**config.mk**
```make
export PLATFORM = sky130hd
export DESIGN_NAME = hte_ctrl
export DESIGN_NICKNAME = d
export VERILOG_FILES = /design/src/hdl/hte_pkg.sv /design/src/hdl/hte_ctrl.sv
export SDC_FILE = /design/constraint.sdc
export NUM_CORES = 1
export LEC_CHECK = 0
export BUFFER_PORTS_ARGS = -buffer_cell sky130_fd_sc_hd__buf_2
export CAP_MARGIN = 25
export CORE_AREA = 2 2 39 41
export DETAILED_ROUTE_END_ITERATION = 10
export DIE_AREA = 0 0 41 43
export SLEW_MARGIN = 20
export SYNTH_ARGS = -nofsm -noshare
export SYNTH_HDL_FRONTEND = slang
export SYNTH_SLANG_ARGS = --single-unit
```
**constraint.sdc**
```tcl
create_clock -name clk -period 1 [get_ports clk]
set_input_delay 0.15 -clock clk [delete_from_list [all_inputs] [get_ports clk]]
set_output_delay 0.15 -clock clk [all_outputs]
set_load 0.02 [all_outputs]
```
**src/hdl/hte_pkg.sv**
```systemverilog
// Package of the heightmap triangle emitter: field widths, register codes,
// vertex order and the command, status and vertex structs. No dependencies.
`default_nettype none

package hte_pkg;

	localparam int DEF_MAX_SIDE = 1025;

	localparam int H_W    = 16;             // height sample
	localparam int SIDE_W = 11;             // page side and grid counters
	localparam int PG_W   = 8;              // page index
	localparam int SC_W   = 16;             // Q8.8 scale
	localparam int GX_W   = PG_W + SIDE_W;  // global grid coordinate
	localparam int VX_W   = GX_W + SC_W;    // scaled x or z coordinate
	localparam int VY_W   = 32;             // scaled height
	localparam int YP_W   = H_W + SC_W + 1; // signed height product before truncation
	localparam int IDX_W  = 3;              // configuration register index
	localparam int CFG_W  = 16;             // configuration write data

	localparam logic [SIDE_W-1:0] MIN_SIDE = SIDE_W'(2);

	typedef enum logic [IDX_W-1:0] {
		REG_PAGE_SIDE,
		REG_PAGE_COL,
		REG_PAGE_ROW,
		REG_SCALE_X,
		REG_SCALE_Y,
		REG_SCALE_Z
	} hte_reg_t;

	// Six vertices of a cell, in emission order.
	typedef enum logic [2:0] {
		VTX_UPLEFT,
		VTX_LEFT_A,
		VTX_UP_A,
		VTX_UP_B,
		VTX_LEFT_B,
		VTX_CUR
	} hte_vtx_t;

	typedef struct packed {
		logic     accept; // sample transfer this cycle
		logic     load;   // row entry is back, update neighbors
		logic     mul;    // form scaled base coordinates
		logic     emit;   // load the output register
		hte_vtx_t vidx;   // vertex to load
	} hte_cmd_t;

	typedef struct packed {
		logic cell_done; // current sample completes a cell
	} hte_stat_t;

	typedef struct packed {
		logic [VX_W-1:0]        vert_x;
		logic signed [VY_W-1:0] vert_y;
		logic [VX_W-1:0]        vert_z;
		logic                   cell_end;
		logic                   page_end;
	} hte_vert_t;

endpackage

`default_nettype wire

```
**src/hdl/hte_ctrl.sv**
```systemverilog
// Controller of the heightmap triangle emitter: sequences one sample through
// row read, base multiply and six vertex loads. Depends on hte_pkg.
`default_nettype none

module hte_ctrl (
	input  logic               clk,
	input  logic               arst_n,
	input  logic               in_valid,
	output logic               in_ready,
	output logic               out_valid,
	input  logic               out_ready,
	input  hte_pkg::hte_stat_t stat,
	output hte_pkg::hte_cmd_t  cmd
);
	import hte_pkg::*;

	typedef enum logic [1:0] {
		ST_IDLE,
		ST_LOAD,
		ST_MUL,
		ST_EMIT
	} state_t;

	state_t   state_q;
	hte_vtx_t vidx_q;
	logic     ovalid_q;
	logic     out_free;

	always_comb begin
		in_ready   = (state_q == ST_IDLE);
		out_free   = !ovalid_q || out_ready;
		cmd.accept = in_ready && in_valid;
		cmd.load   = (state_q == ST_LOAD);
		cmd.mul    = (state_q == ST_MUL);
		cmd.emit   = (state_q == ST_EMIT) && out_free;
		cmd.vidx   = vidx_q;
		out_valid  = ovalid_q;
	end

	always_ff @(posedge clk or negedge arst_n) begin
		if (!arst_n) begin
			state_q  <= ST_IDLE;
			vidx_q   <= VTX_UPLEFT;
			ovalid_q <= 1'b0;
		end else begin
			if (cmd.emit) begin
				ovalid_q <= 1'b1;
			end else if (out_ready) begin
				ovalid_q <= 1'b0;
			end
			case (state_q)
				ST_IDLE: begin
					if (cmd.accept) begin
						state_q <= ST_LOAD;
					end
				end
				ST_LOAD: begin
					state_q <= stat.cell_done ? ST_MUL : ST_IDLE;
				end
				ST_MUL: begin
					state_q <= ST_EMIT;
					vidx_q  <= VTX_UPLEFT;
				end
				ST_EMIT: begin
					if (out_free) begin
						if (vidx_q == VTX_CUR) begin
							state_q <= ST_IDLE;
							vidx_q  <= VTX_UPLEFT;
						end else begin
							vidx_q <= hte_vtx_t'(vidx_q + 3'd1);
						end
					end
				end
				default: begin
					state_q <= ST_IDLE;
				end
			endcase
		end
	end

endmodule

`default_nettype wire

```
==> results.txt, run 1 <==
CP required - 850 ps
I/O pins - 14
RR Endpoint - vidx_q[0]$_DFFE_PN0P_
Ranking of synthesized cells by area - dfrtp_1, o41ai_2, nand2_1, nor2_1, o211ai_1
Cell area after synthesis - 319 um2
Post-synthesis sequential area ratio - 0.471
CP Launch Type - flop
Clk root buf - clkbuf_4
Fin cells - 77
Die area - 1760 um2
Core Region - 1380 um2
Fmax - 812 MHz
Violation count after the first detailed-route iteration - 2
Asr flop ratio synth - 1.00
CTS Buffer Depth - 2
Hold depth - 2
H-Tree Depth - 1
Setup_tns - -1670 ps
Overall die height - 43 um
Worst skew pair latency - 240 ps
Gr ovfl total - 0
Share of layout cells above drive strength 1 - 0.738
Largest net degree at the start of global routing - 8
Vias per Instance - 4.30
CTS clk-pin slew, worst paths - 50 ps
Met3 wire len - 35 um
Routed len/inst - 11.2 um
Top post-synthesis cells by count - dfrtp_1, nand2_1, nor2_1
Crit path time final - 1230 ps
PwrDens - 3390 nW/um2
Synthesized flop and latch total - 6
Worst min-delay path category - input pin to flop
Final Wtd Congestion - 0.751
Met2 wire length - 474 um
Diode count - 0
Drt pass-1 iters - 4
Initial Utilization - 0.231
Mapped Cells - 33
Post-route setup slack - -232 ps
CTS Sinks - 6
Cell depth of the worst flop-to-flop path - 5
Die X - 41 um
Most numerous cell in the Yosys netlist - dfrtp_1
Leakage power - 0.307 nW
RSZ-0062 raised after global routing - true
Top_reg_cell synth - dfrtp_1
Crit share post-route - 1.23
Initial antenna violation count - 0
FP Rows - 14
Post-synth top area share - 0.471
Critical path type - flop to primary output
Final HPWL DP - 611 um
Wl on met1 - 352 um
Number of global-route vias before repair - 327
Hold Startpoint - stat
Final setup violating endpoints - 11
Synth area leader - dfrtp_1
CTS tree - built
Worst Path Max Fanout - 6
Syn. warnings - 0
Fin nets - 67
Placed Cells - 67
Post-synthesis net count - 38
Global-route wire length before repair - 1350 um
Post-route clock skew - 0.939 ps
ANT nets after route - 0
Rel. slew slack - 0.845
DR top layer - met3
Worst R2R Setup Slack - -210 ps
Peak supply drop - 1140 uV
GRT Util Overall - 0.115
Fin. Hold Viols - 0
Syn_area_per_cell - 9.67 um2
Via count - 331
Area growth syn-to-layout - 94.9%
Max-slew violation count - 0
Total CTS buffers - 3
Unique cell type count in the Yosys netlist - 18
WHS - 124 ps
DR DRC count - 0
Arrival time worst endpoint - 1080 ps
Detailed Route WL - 862 um
Status - finished, violations left
Number of max-cap violations - 0
Critical Path End Type - primary output
Post-synth EDFFs - 0
Pwr Total - 0.00211 W
Port Buf Inserts - 13
Worst-margin pin slew - 231 ps
Failing checks - setup timing
worst max path at each step:
stage / start / endpoint / slack (ps)
2_1_floorplan: vidx_q[1]$_DFFE_PN0P_ / flop / -20
3_3_place_gp: flop / cmd[3] / -70
3_5_place_dp: flop / vidx_q[1]$_DFFE_PN0P_ / -100
4_1_cts: flop / cmd[6] / -230
5_1_grt: flop / cmd[6] / -280
6_report: flop / cmd[6] / -230
cells by family (layout without fill, tap and decap cells):
| group | count (synthesis) | in the layout | synth area share |
|---|---|---|---|
| AND/OR/NAND/NOR | 17 | 17 | 0.314 |
| flip-flops | 6 | 6 | 0.471 |
| AO/OA/AOI/OAI | 7 | 7 | 0.176 |
| buffers and inverters | 3 | 31 | 0.0392 |
layout make-up:
| class | instances | area (um2) |
|---|---|---|
| inverter | 2 | 7.51 |
| timing repair buffer | 25 | 209 |
| clock buffer | 4 | 26.3 |
| sequential | 6 | 158 |
| fill | 141 | 762 |
| multi-input combinational | 24 | 201 |
| tap | 16 | 20.0 |
power breakdown:
group / total, W / switching [W] / internal, W
sequential: 0.000552 / 0.000177 / 0.000374
combinational: 0.00131 / 0.000580 / 0.000729
clock: 0.000245 / 0.0000937 / 0.000152
routing by layer:
metal	vias to the layer above	global-route usage
met1	155	0.128
met3	0	0.0366
li1	171	-
met2	5	0.184
met5	-	0
met4	0	0.0600
through the flow:
step	cell area (um2)	util	setup slack, ps
after floorplan	347	-	-19.3
after global placement	472	0.341	-68.7
after detailed placement	472	0.341	-98.0
after CTS	599	0.433	-231
after global routing	622	0.449	-277
final	622	0.449	-232
repair_timing:
| item | CTS | global route |
|---|---|---|
| hold buffers | 1 | 0 |
| pin swaps | 1 | 1 |
| buffers inserted | 5 | 1 |
| endpoints found under the hold margin | 6 | 0 |
| gates resized for setup | 20 | 4 |
| setup endpoints to repair | 12 | 13 |
worst max-delay path: stages, from the launching register on:
cell,delay (ps)
dfrtp_2,480
nor2_4,110
and2_4,140
buf_6,110
placed cells by master (no fill, tap or decap), drive strengths merged:
| cell | count |
|---|---|
| and2 | 1 |
| dfrtp | 6 |
| nor2 | 4 |
| nand2 | 4 |
| o2bb2ai | 1 |
| nand2b | 2 |
| nor3 | 1 |
| inv | 2 |
| dlygate4sd3 | 1 |
| o211ai | 2 |
| and3b | 1 |
| and3 | 1 |
| nor2b | 2 |
| a31oi | 1 |
| o21ai | 1 |
| nand4b | 1 |
| o41ai | 1 |
| a21oi | 1 |
| clkbuf | 4 |
| buf | 24 |
Power figures use the tool's default switching activity.
==> run 2, diff against run 1 <==
--- a/config.mk
+++ b/config.mk
@@ -10,6 +10,7 @@
 export CORE_AREA = 2 2 39 41
 export DETAILED_ROUTE_END_ITERATION = 10
 export DIE_AREA = 0 0 41 43
+export PLACE_DENSITY_LB_ADDON = 0.05
 export SLEW_MARGIN = 20
 export SYNTH_ARGS = -nofsm -noshare
 export SYNTH_HDL_FRONTEND = slang
==> run 2 against run 1 <==
  * The flow still finishes with violations (setup timing)
  * Cell count unchanged
  * Total power is 7.3% higher
  * Global-route usage is 1.4 points higher
  * Sequential power grew 4.0%
  * Sequential share of layout area is 1.4 points lower
  * Clock skew grew 5.7 ps
  * Design area rose by 5.8%
  * Register-to-register slack got worse by 20 ps
  * Maximum frequency is 2.0% lower
  * Worst hold slack got worse by 8.5 ps
  * Combinational power rose by 9.9%
  * Critical path type unchanged
  * Highest routed layer unchanged
==> results.txt, run 2 (synthesized netlist as in run 1, its figures left out) <==
Gr ovfl total - 0 (unchanged)
Fin. Hold Viols - 0 (unchanged)
Status - finished, violations left
Drt pass-1 iters - 4 (unchanged)
Worst path top cell family by delay - flip-flops
Diode count - 0 (unchanged)
Violation count after the first detailed-route iteration - 5 (+3)
Commonest non-fill, non-tap cell in the layout - buf_6
Clk root buf - clkbuf_4
Peak supply drop - 1110 uV (-2.9%)
Initial antenna violation count - 0 (unchanged)
Overall die height - 43 um (unchanged)
Setup_tns - -1820 ps (-150 ps)
Leakage power - 0.319 nW (+4.0%)
CP max stage delay - 490 ps (about the same)
ANT nets after route - 0 (unchanged)
Post-route setup slack - -257 ps (-25.2 ps)
Detailed Route WL - 958 um (+11%)
Cell depth of the worst flop-to-flop path - 5 (unchanged)
CTS tree - built
Critical path type - flop to primary output
DR DRC count - 0 (unchanged)
Fin nets - 67 (unchanged)
Worst Path Max Fanout - 7 (+1)
I/O pins - 14 (unchanged)
Hold Startpoint - stat
Initial Utilization - 0.231 (unchanged)
Pwr Total - 0.00226 W (+7.3%)
Hold depth - 2 (unchanged)
Die area - 1760 um2 (unchanged)
CP required - 850 ps (about the same)
RSZ-0062 raised after global routing - true
Fmax - 795 MHz (-2.0%)
Routed len/inst - 12.4 um (+11%)
Failing checks - setup timing
Worst min-delay path category - input pin to flop
Max-slew violation count - 0 (unchanged)
Arrival time worst endpoint - 1110 ps (+30 ps)
Number of max-cap violations - 0 (unchanged)
Critical Path End Type - primary output
Vias per Instance - 4.55 (+5.7%)
Share of layout cells above drive strength 1 - 0.770 (+0.0328)
Die X - 41 um (unchanged)
Final Wtd Congestion - 0.721 (-4.0%)
Post-route clock skew - 6.60 ps (+5.66 ps)
Final HPWL DP - 623 um (+1.9%)
RR Endpoint - vidx_q[1]$_DFFE_PN0P_
CTS clk-pin slew, worst paths - 40 ps (about the same)
Crit-path cells - nor2_4 > and2_4 > buf_6
CTS Sinks - 6 (unchanged)
Worst R2R Setup Slack - -230 ps (-20 ps)
Most frequent cells in the layout - buf_6, buf_4, dfrtp_2
Final Util - 0.476 (+0.0262)
WHS - 115 ps (-8.54 ps)
Crit path time final - 1260 ps (+25.2 ps)
Place WS - -120 ps (-22.4 ps)
Slowest cell on crit path - dfrtp_2
Worst skew pair latency - 250 ps (about the same)
Port Buf Inserts - 13 (unchanged)
CTS Buffer Depth - 2 (unchanged)
FP Rows - 14 (unchanged)
Global-route wire length before repair - 1500 um (+11%)
H-Tree Depth - 1 (unchanged)
CP Launch Type - flop
Area growth syn-to-layout - 106%
GRT Util Overall - 0.129 (+0.0140)
Largest net degree at the start of global routing - 8 (unchanged)
PwrDens - 3430 nW/um2 (+1.4%)
Core Region - 1380 um2 (unchanged)
Rel. slew slack - 0.839 (-0.00530)
WP buf/inv - 1 (unchanged)
Total CTS buffers - 3 (unchanged)
Number of global-route vias before repair - 341 (+4.3%)
Final setup violating endpoints - 11 (unchanged)
Worst-margin pin slew - 241 ps (+10.5 ps)
Via count - 350 (+5.7%)
Crit share post-route - 1.26 (+0.0252)
## run 2: timing repair
item	4_1_cts	5_1_grt
setup endpoints to repair	11	14
setup buffers	5	4
gates resized for setup	18	16
hold buffers	1	0
pin swaps	3	2
endpoints found under the hold margin	6	0
## run 2: area by class of cell
class | count | area, um2
clock buffers | 4 | 26.3
fillers | 139 | 726
inverters | 2 | 7.51
multi-input cells | 24 | 218
flip-flops and latches | 6 | 158
well taps | 16 | 20.0
repair buffers | 25 | 229
## run 2: per-stage QoR
stage          instance area [um2]  instances
2_1_floorplan                  347         33
3_3_place_gp                   442         63
3_5_place_dp                   442         63
4_1_cts                        566         73
5_1_grt                        658         77
6_report                       658         77
## run 2: per-layer routing
| metal | vias to the layer above | GRT usage | routed length (um) |
|---|---|---|---|
| li1 | 170 | - | - |
| met5 | - | 0 | 0 |
| met3 | 0 | 0.0628 | 54 |
| met2 | 10 | 0.216 | 551 |
| met1 | 170 | 0.134 | 352 |
| met4 | 0 | 0.0400 | 0 |
## run 2: worst max path at each step
| stage | end | slack [ps] | cells after the start |
|---|---|---|---|
| after global placement | cmd[3] | -100 | 3 |
| after floorplan | flop | -20 | 3 |
| after global routing | cmd[3] | -310 | 3 |
| final | cmd[6] | -260 | 3 |
| after CTS | cmd[5] | -260 | 2 |
| after detailed placement | vidx_q[1]$_DFFE_PN0P_ | -120 | 2 |
## run 2: report_power, final
| group | leakage (nW) | switching, W | total (W) | internal, W |
|---|---|---|---|---|
| combinational | 0.242 | 0.000619 | 0.00144 | 0.000819 |
| sequential | 0.0627 | 0.000200 | 0.000574 | 0.000374 |
| clock | 0.0150 | 0.0000961 | 0.000248 | 0.000152 |
==> run 3, diff against run 2 <==
--- a/config.mk
+++ b/config.mk
@@ -8,6 +8,7 @@
 export BUFFER_PORTS_ARGS = -buffer_cell sky130_fd_sc_hd__buf_2
 export CAP_MARGIN = 25
 export CORE_AREA = 2 2 39 41
+export CTS_BUF_LIST = sky130_fd_sc_hd__clkbuf_4 sky130_fd_sc_hd__clkbuf_8
 export DETAILED_ROUTE_END_ITERATION = 10
 export DIE_AREA = 0 0 41 43
 export PLACE_DENSITY_LB_ADDON = 0.05
==> constraint.sdc (replaced) <==
create_clock -name clk -period 1.05 [get_ports clk]
set_input_delay 0.1575 -clock clk [delete_from_list [all_inputs] [get_ports clk]]
set_output_delay 0.1575 -clock clk [all_outputs]
set_load 0.02 [all_outputs]
==> run 3 against run 2 <==
  * The flow still finishes with violations (setup timing)
  * Sequential power decreased by 11%
  * Highest routed layer is now met4
  * Register-to-register slack improved by 150 ps
  * Via count decreased by 3.1%
  * Wire length decreased by 14%
  * Non-clock buffer count decreased by 1
  * Design area decreased by 6.7%
  * Flip-flop and latch count unchanged
  * Clock skew increased by 2.1 ps
  * Critical path depth unchanged
  * Die area unchanged
  * Critical path type unchanged
==> results.txt, run 3 (synthesized netlist as in run 1, its figures left out) <==
Fin nets - 66 (-1.5%)
Crit share post-route - 1.20
GRT busiest layer - met1
Core Region - 1380 um2 (unchanged)
Die X - 41 um (unchanged)
Worst R2R Setup Slack - -80 ps (+150 ps)
Hold depth - 2 (unchanged)
Overall die height - 43 um (unchanged)
I/O pins - 14 (unchanged)
Worst-margin pin slew - 263 ps (+21.9 ps)
Met1 Track Usage GR - 0.153 (+0.0186)
FP Rows - 14 (unchanged)
Worst min-delay path category - input pin to flop
Cell depth of the worst flop-to-flop path - 4 (-1)
Met3 Use GR - 0.0471 (-0.0157)
CTS Buffer Depth - 2 (unchanged)
Initial antenna violation count - 0 (unchanged)
CP required - 890 ps (+40 ps)
Commonest non-fill, non-tap cell in the layout - buf_6
Hold Startpoint - stat
Fill cell count - 143 (+2.9%)
Critical Path End Type - primary output
Drt pass-1 iters - 2 (-2)
Worst Path Max Fanout - 8 (+1)
Final HPWL DP - 584 um (-6.3%)
Routed len/inst - 10.9 um (-13%)
RR Endpoint - state_q[0]$_DFFE_PN0P_
Area growth syn-to-layout - 92.5%
Fin. Hold Viols - 0 (unchanged)
Port Buf Inserts - 13 (unchanged)
Diode count - 0 (unchanged)
Status - finished, violations left
Violation count after the first detailed-route iteration - 1 (-4)
Initial Utilization - 0.231 (unchanged)
CTS tree - built
CP Launch Type - flop
H-Tree Depth - 1 (unchanged)
Final setup violating endpoints - 9 (-2)
Peak supply drop - 1220 uV (+10%)
Failing checks - setup timing
Fmax - 790 MHz
Detailed Route WL - 826 um (-14%)
Arrival time worst endpoint - 1110 ps (about the same)
Routing usage on met2 - 0.138 (-0.0781)
Vias per Instance - 4.46 (-1.9%)
Final Wtd Congestion - 0.746 (+3.5%)
Gr ovfl total - 0 (unchanged)
Clk root buf - clkbuf_4
CTS Sinks - 6 (unchanged)
Place WS - -46.1 ps (+74.3 ps)
Total CTS buffers - 3 (unchanged)
Post-route setup slack - -215 ps (+42.1 ps)
Worst skew pair latency - 260 ps (about the same)
Max-slew violation count - 0 (unchanged)
Crit path time final - 1270 ps
ANT nets after route - 0 (unchanged)
Post-route clock skew - 8.71 ps (+2.12 ps)
Global-route wire length before repair - 1240 um (-17%)
Share of layout cells above drive strength 1 - 0.700 (-0.0705)
CTS clk-pin slew, worst paths - 50 ps (about the same)
Leakage power - 0.307 nW (-4.0%)
RSZ-0062 raised after global routing - true
Number of global-route vias before repair - 301 (-12%)
Most frequent cells in the layout - buf_6, buf_2, buf_4
Pwr Total - 0.00199 W (-12%)
Number of max-cap violations - 0 (unchanged)
PwrDens - 3240 nW/um2 (-5.6%)
Critical path type - flop to primary output
WHS - 119 ps (+4.13 ps)
Die area - 1760 um2 (unchanged)
Reg2Reg Launch Point - state_q[0]$_DFFE_PN0P_
Rel. slew slack - 0.825 (-0.0146)
DR DRC count - 0 (unchanged)
Via count - 339 (-3.1%)
Largest net degree at the start of global routing - 9 (+1)
GRT Util Overall - 0.110 (-0.0194)
-- run 3: cell count changes in the layout (fill, tap and decap cells not counted), moves of 3 or more --
cell	previous run	this run
buf_2	4	7
buf_6	13	10
dfrtp_1	0	3
dfrtp_2	6	3
-- run 3: repair_timing --
action,4_1_cts,5_1_grt
hold buffers,1,0
pin swaps,1,1
setup buffers,5,1
gates resized for setup,25,1
endpoints found under the hold margin,6,0
setup endpoints to repair,10,12
-- run 3: area by class of cell --
type	count	area (um2)	area share
clock buffer	4	30.0	0.0489
inverter	2	7.51	0.0122
multi-input combinational	24	200	0.326
sequential	6	154	0.251
tap	16	20.0	0.0326
timing repair buffer	24	203	0.330
-- run 3: metal layers --
metal / vias to the layer above / routed length [um] / share of wire
li1: 174 / - / -
met1: 154 / 386 / 0.47
met2: 9 / 383 / 0.46
met3: 2 / 41 / 0.050
met4: 0 / 14 / 0.017
met5: - / 0 / 0
-- run 3: power by group --
group | switching [W] | leakage [nW] | internal [W] | total (W)
Sequential | 0.000167 | 0.0659 | 0.000346 | 0.000513
Clock | 0.000103 | 0.0184 | 0.000171 | 0.000275
Combinational | 0.000536 | 0.222 | 0.000668 | 0.00120
Total | 0.000807 | 0.307 | 0.00118 | 0.00199
-- run 3: worst max-delay path: stages (launching register included) --
cell     delay, ps
dfrtp_2        500
nor2_4         110
and2_4         140
buf_6          100
-- run 3: worst max path at each step --
stage | endpoint | slack (ps) | cells past startpoint
floorplan | vidx_q[1]$_DFFE_PN0P_ | -3 | 3
global placement | cmd[3] | -40 | 3
detailed placement | cmd[3] | -50 | 3
CTS | cmd[3] | -210 | 3
global route | cmd[6] | -250 | 3
finish | cmd[6] | -220 | 3
-- run 3: through the flow --
| step | instances | setup TNS (ps) | area, um2 | utilization |
|---|---|---|---|---|
| after floorplan | 33 | -2.97 | 334 | - |
| after global placement | 65 | -61.5 | 444 | 0.321 |
| after detailed placement | 65 | -108 | 444 | 0.321 |
| after CTS | 75 | -1030 | 602 | 0.435 |
| after global routing | 76 | -1460 | 614 | 0.444 |
| final | 76 | -982 | 614 | 0.444 |
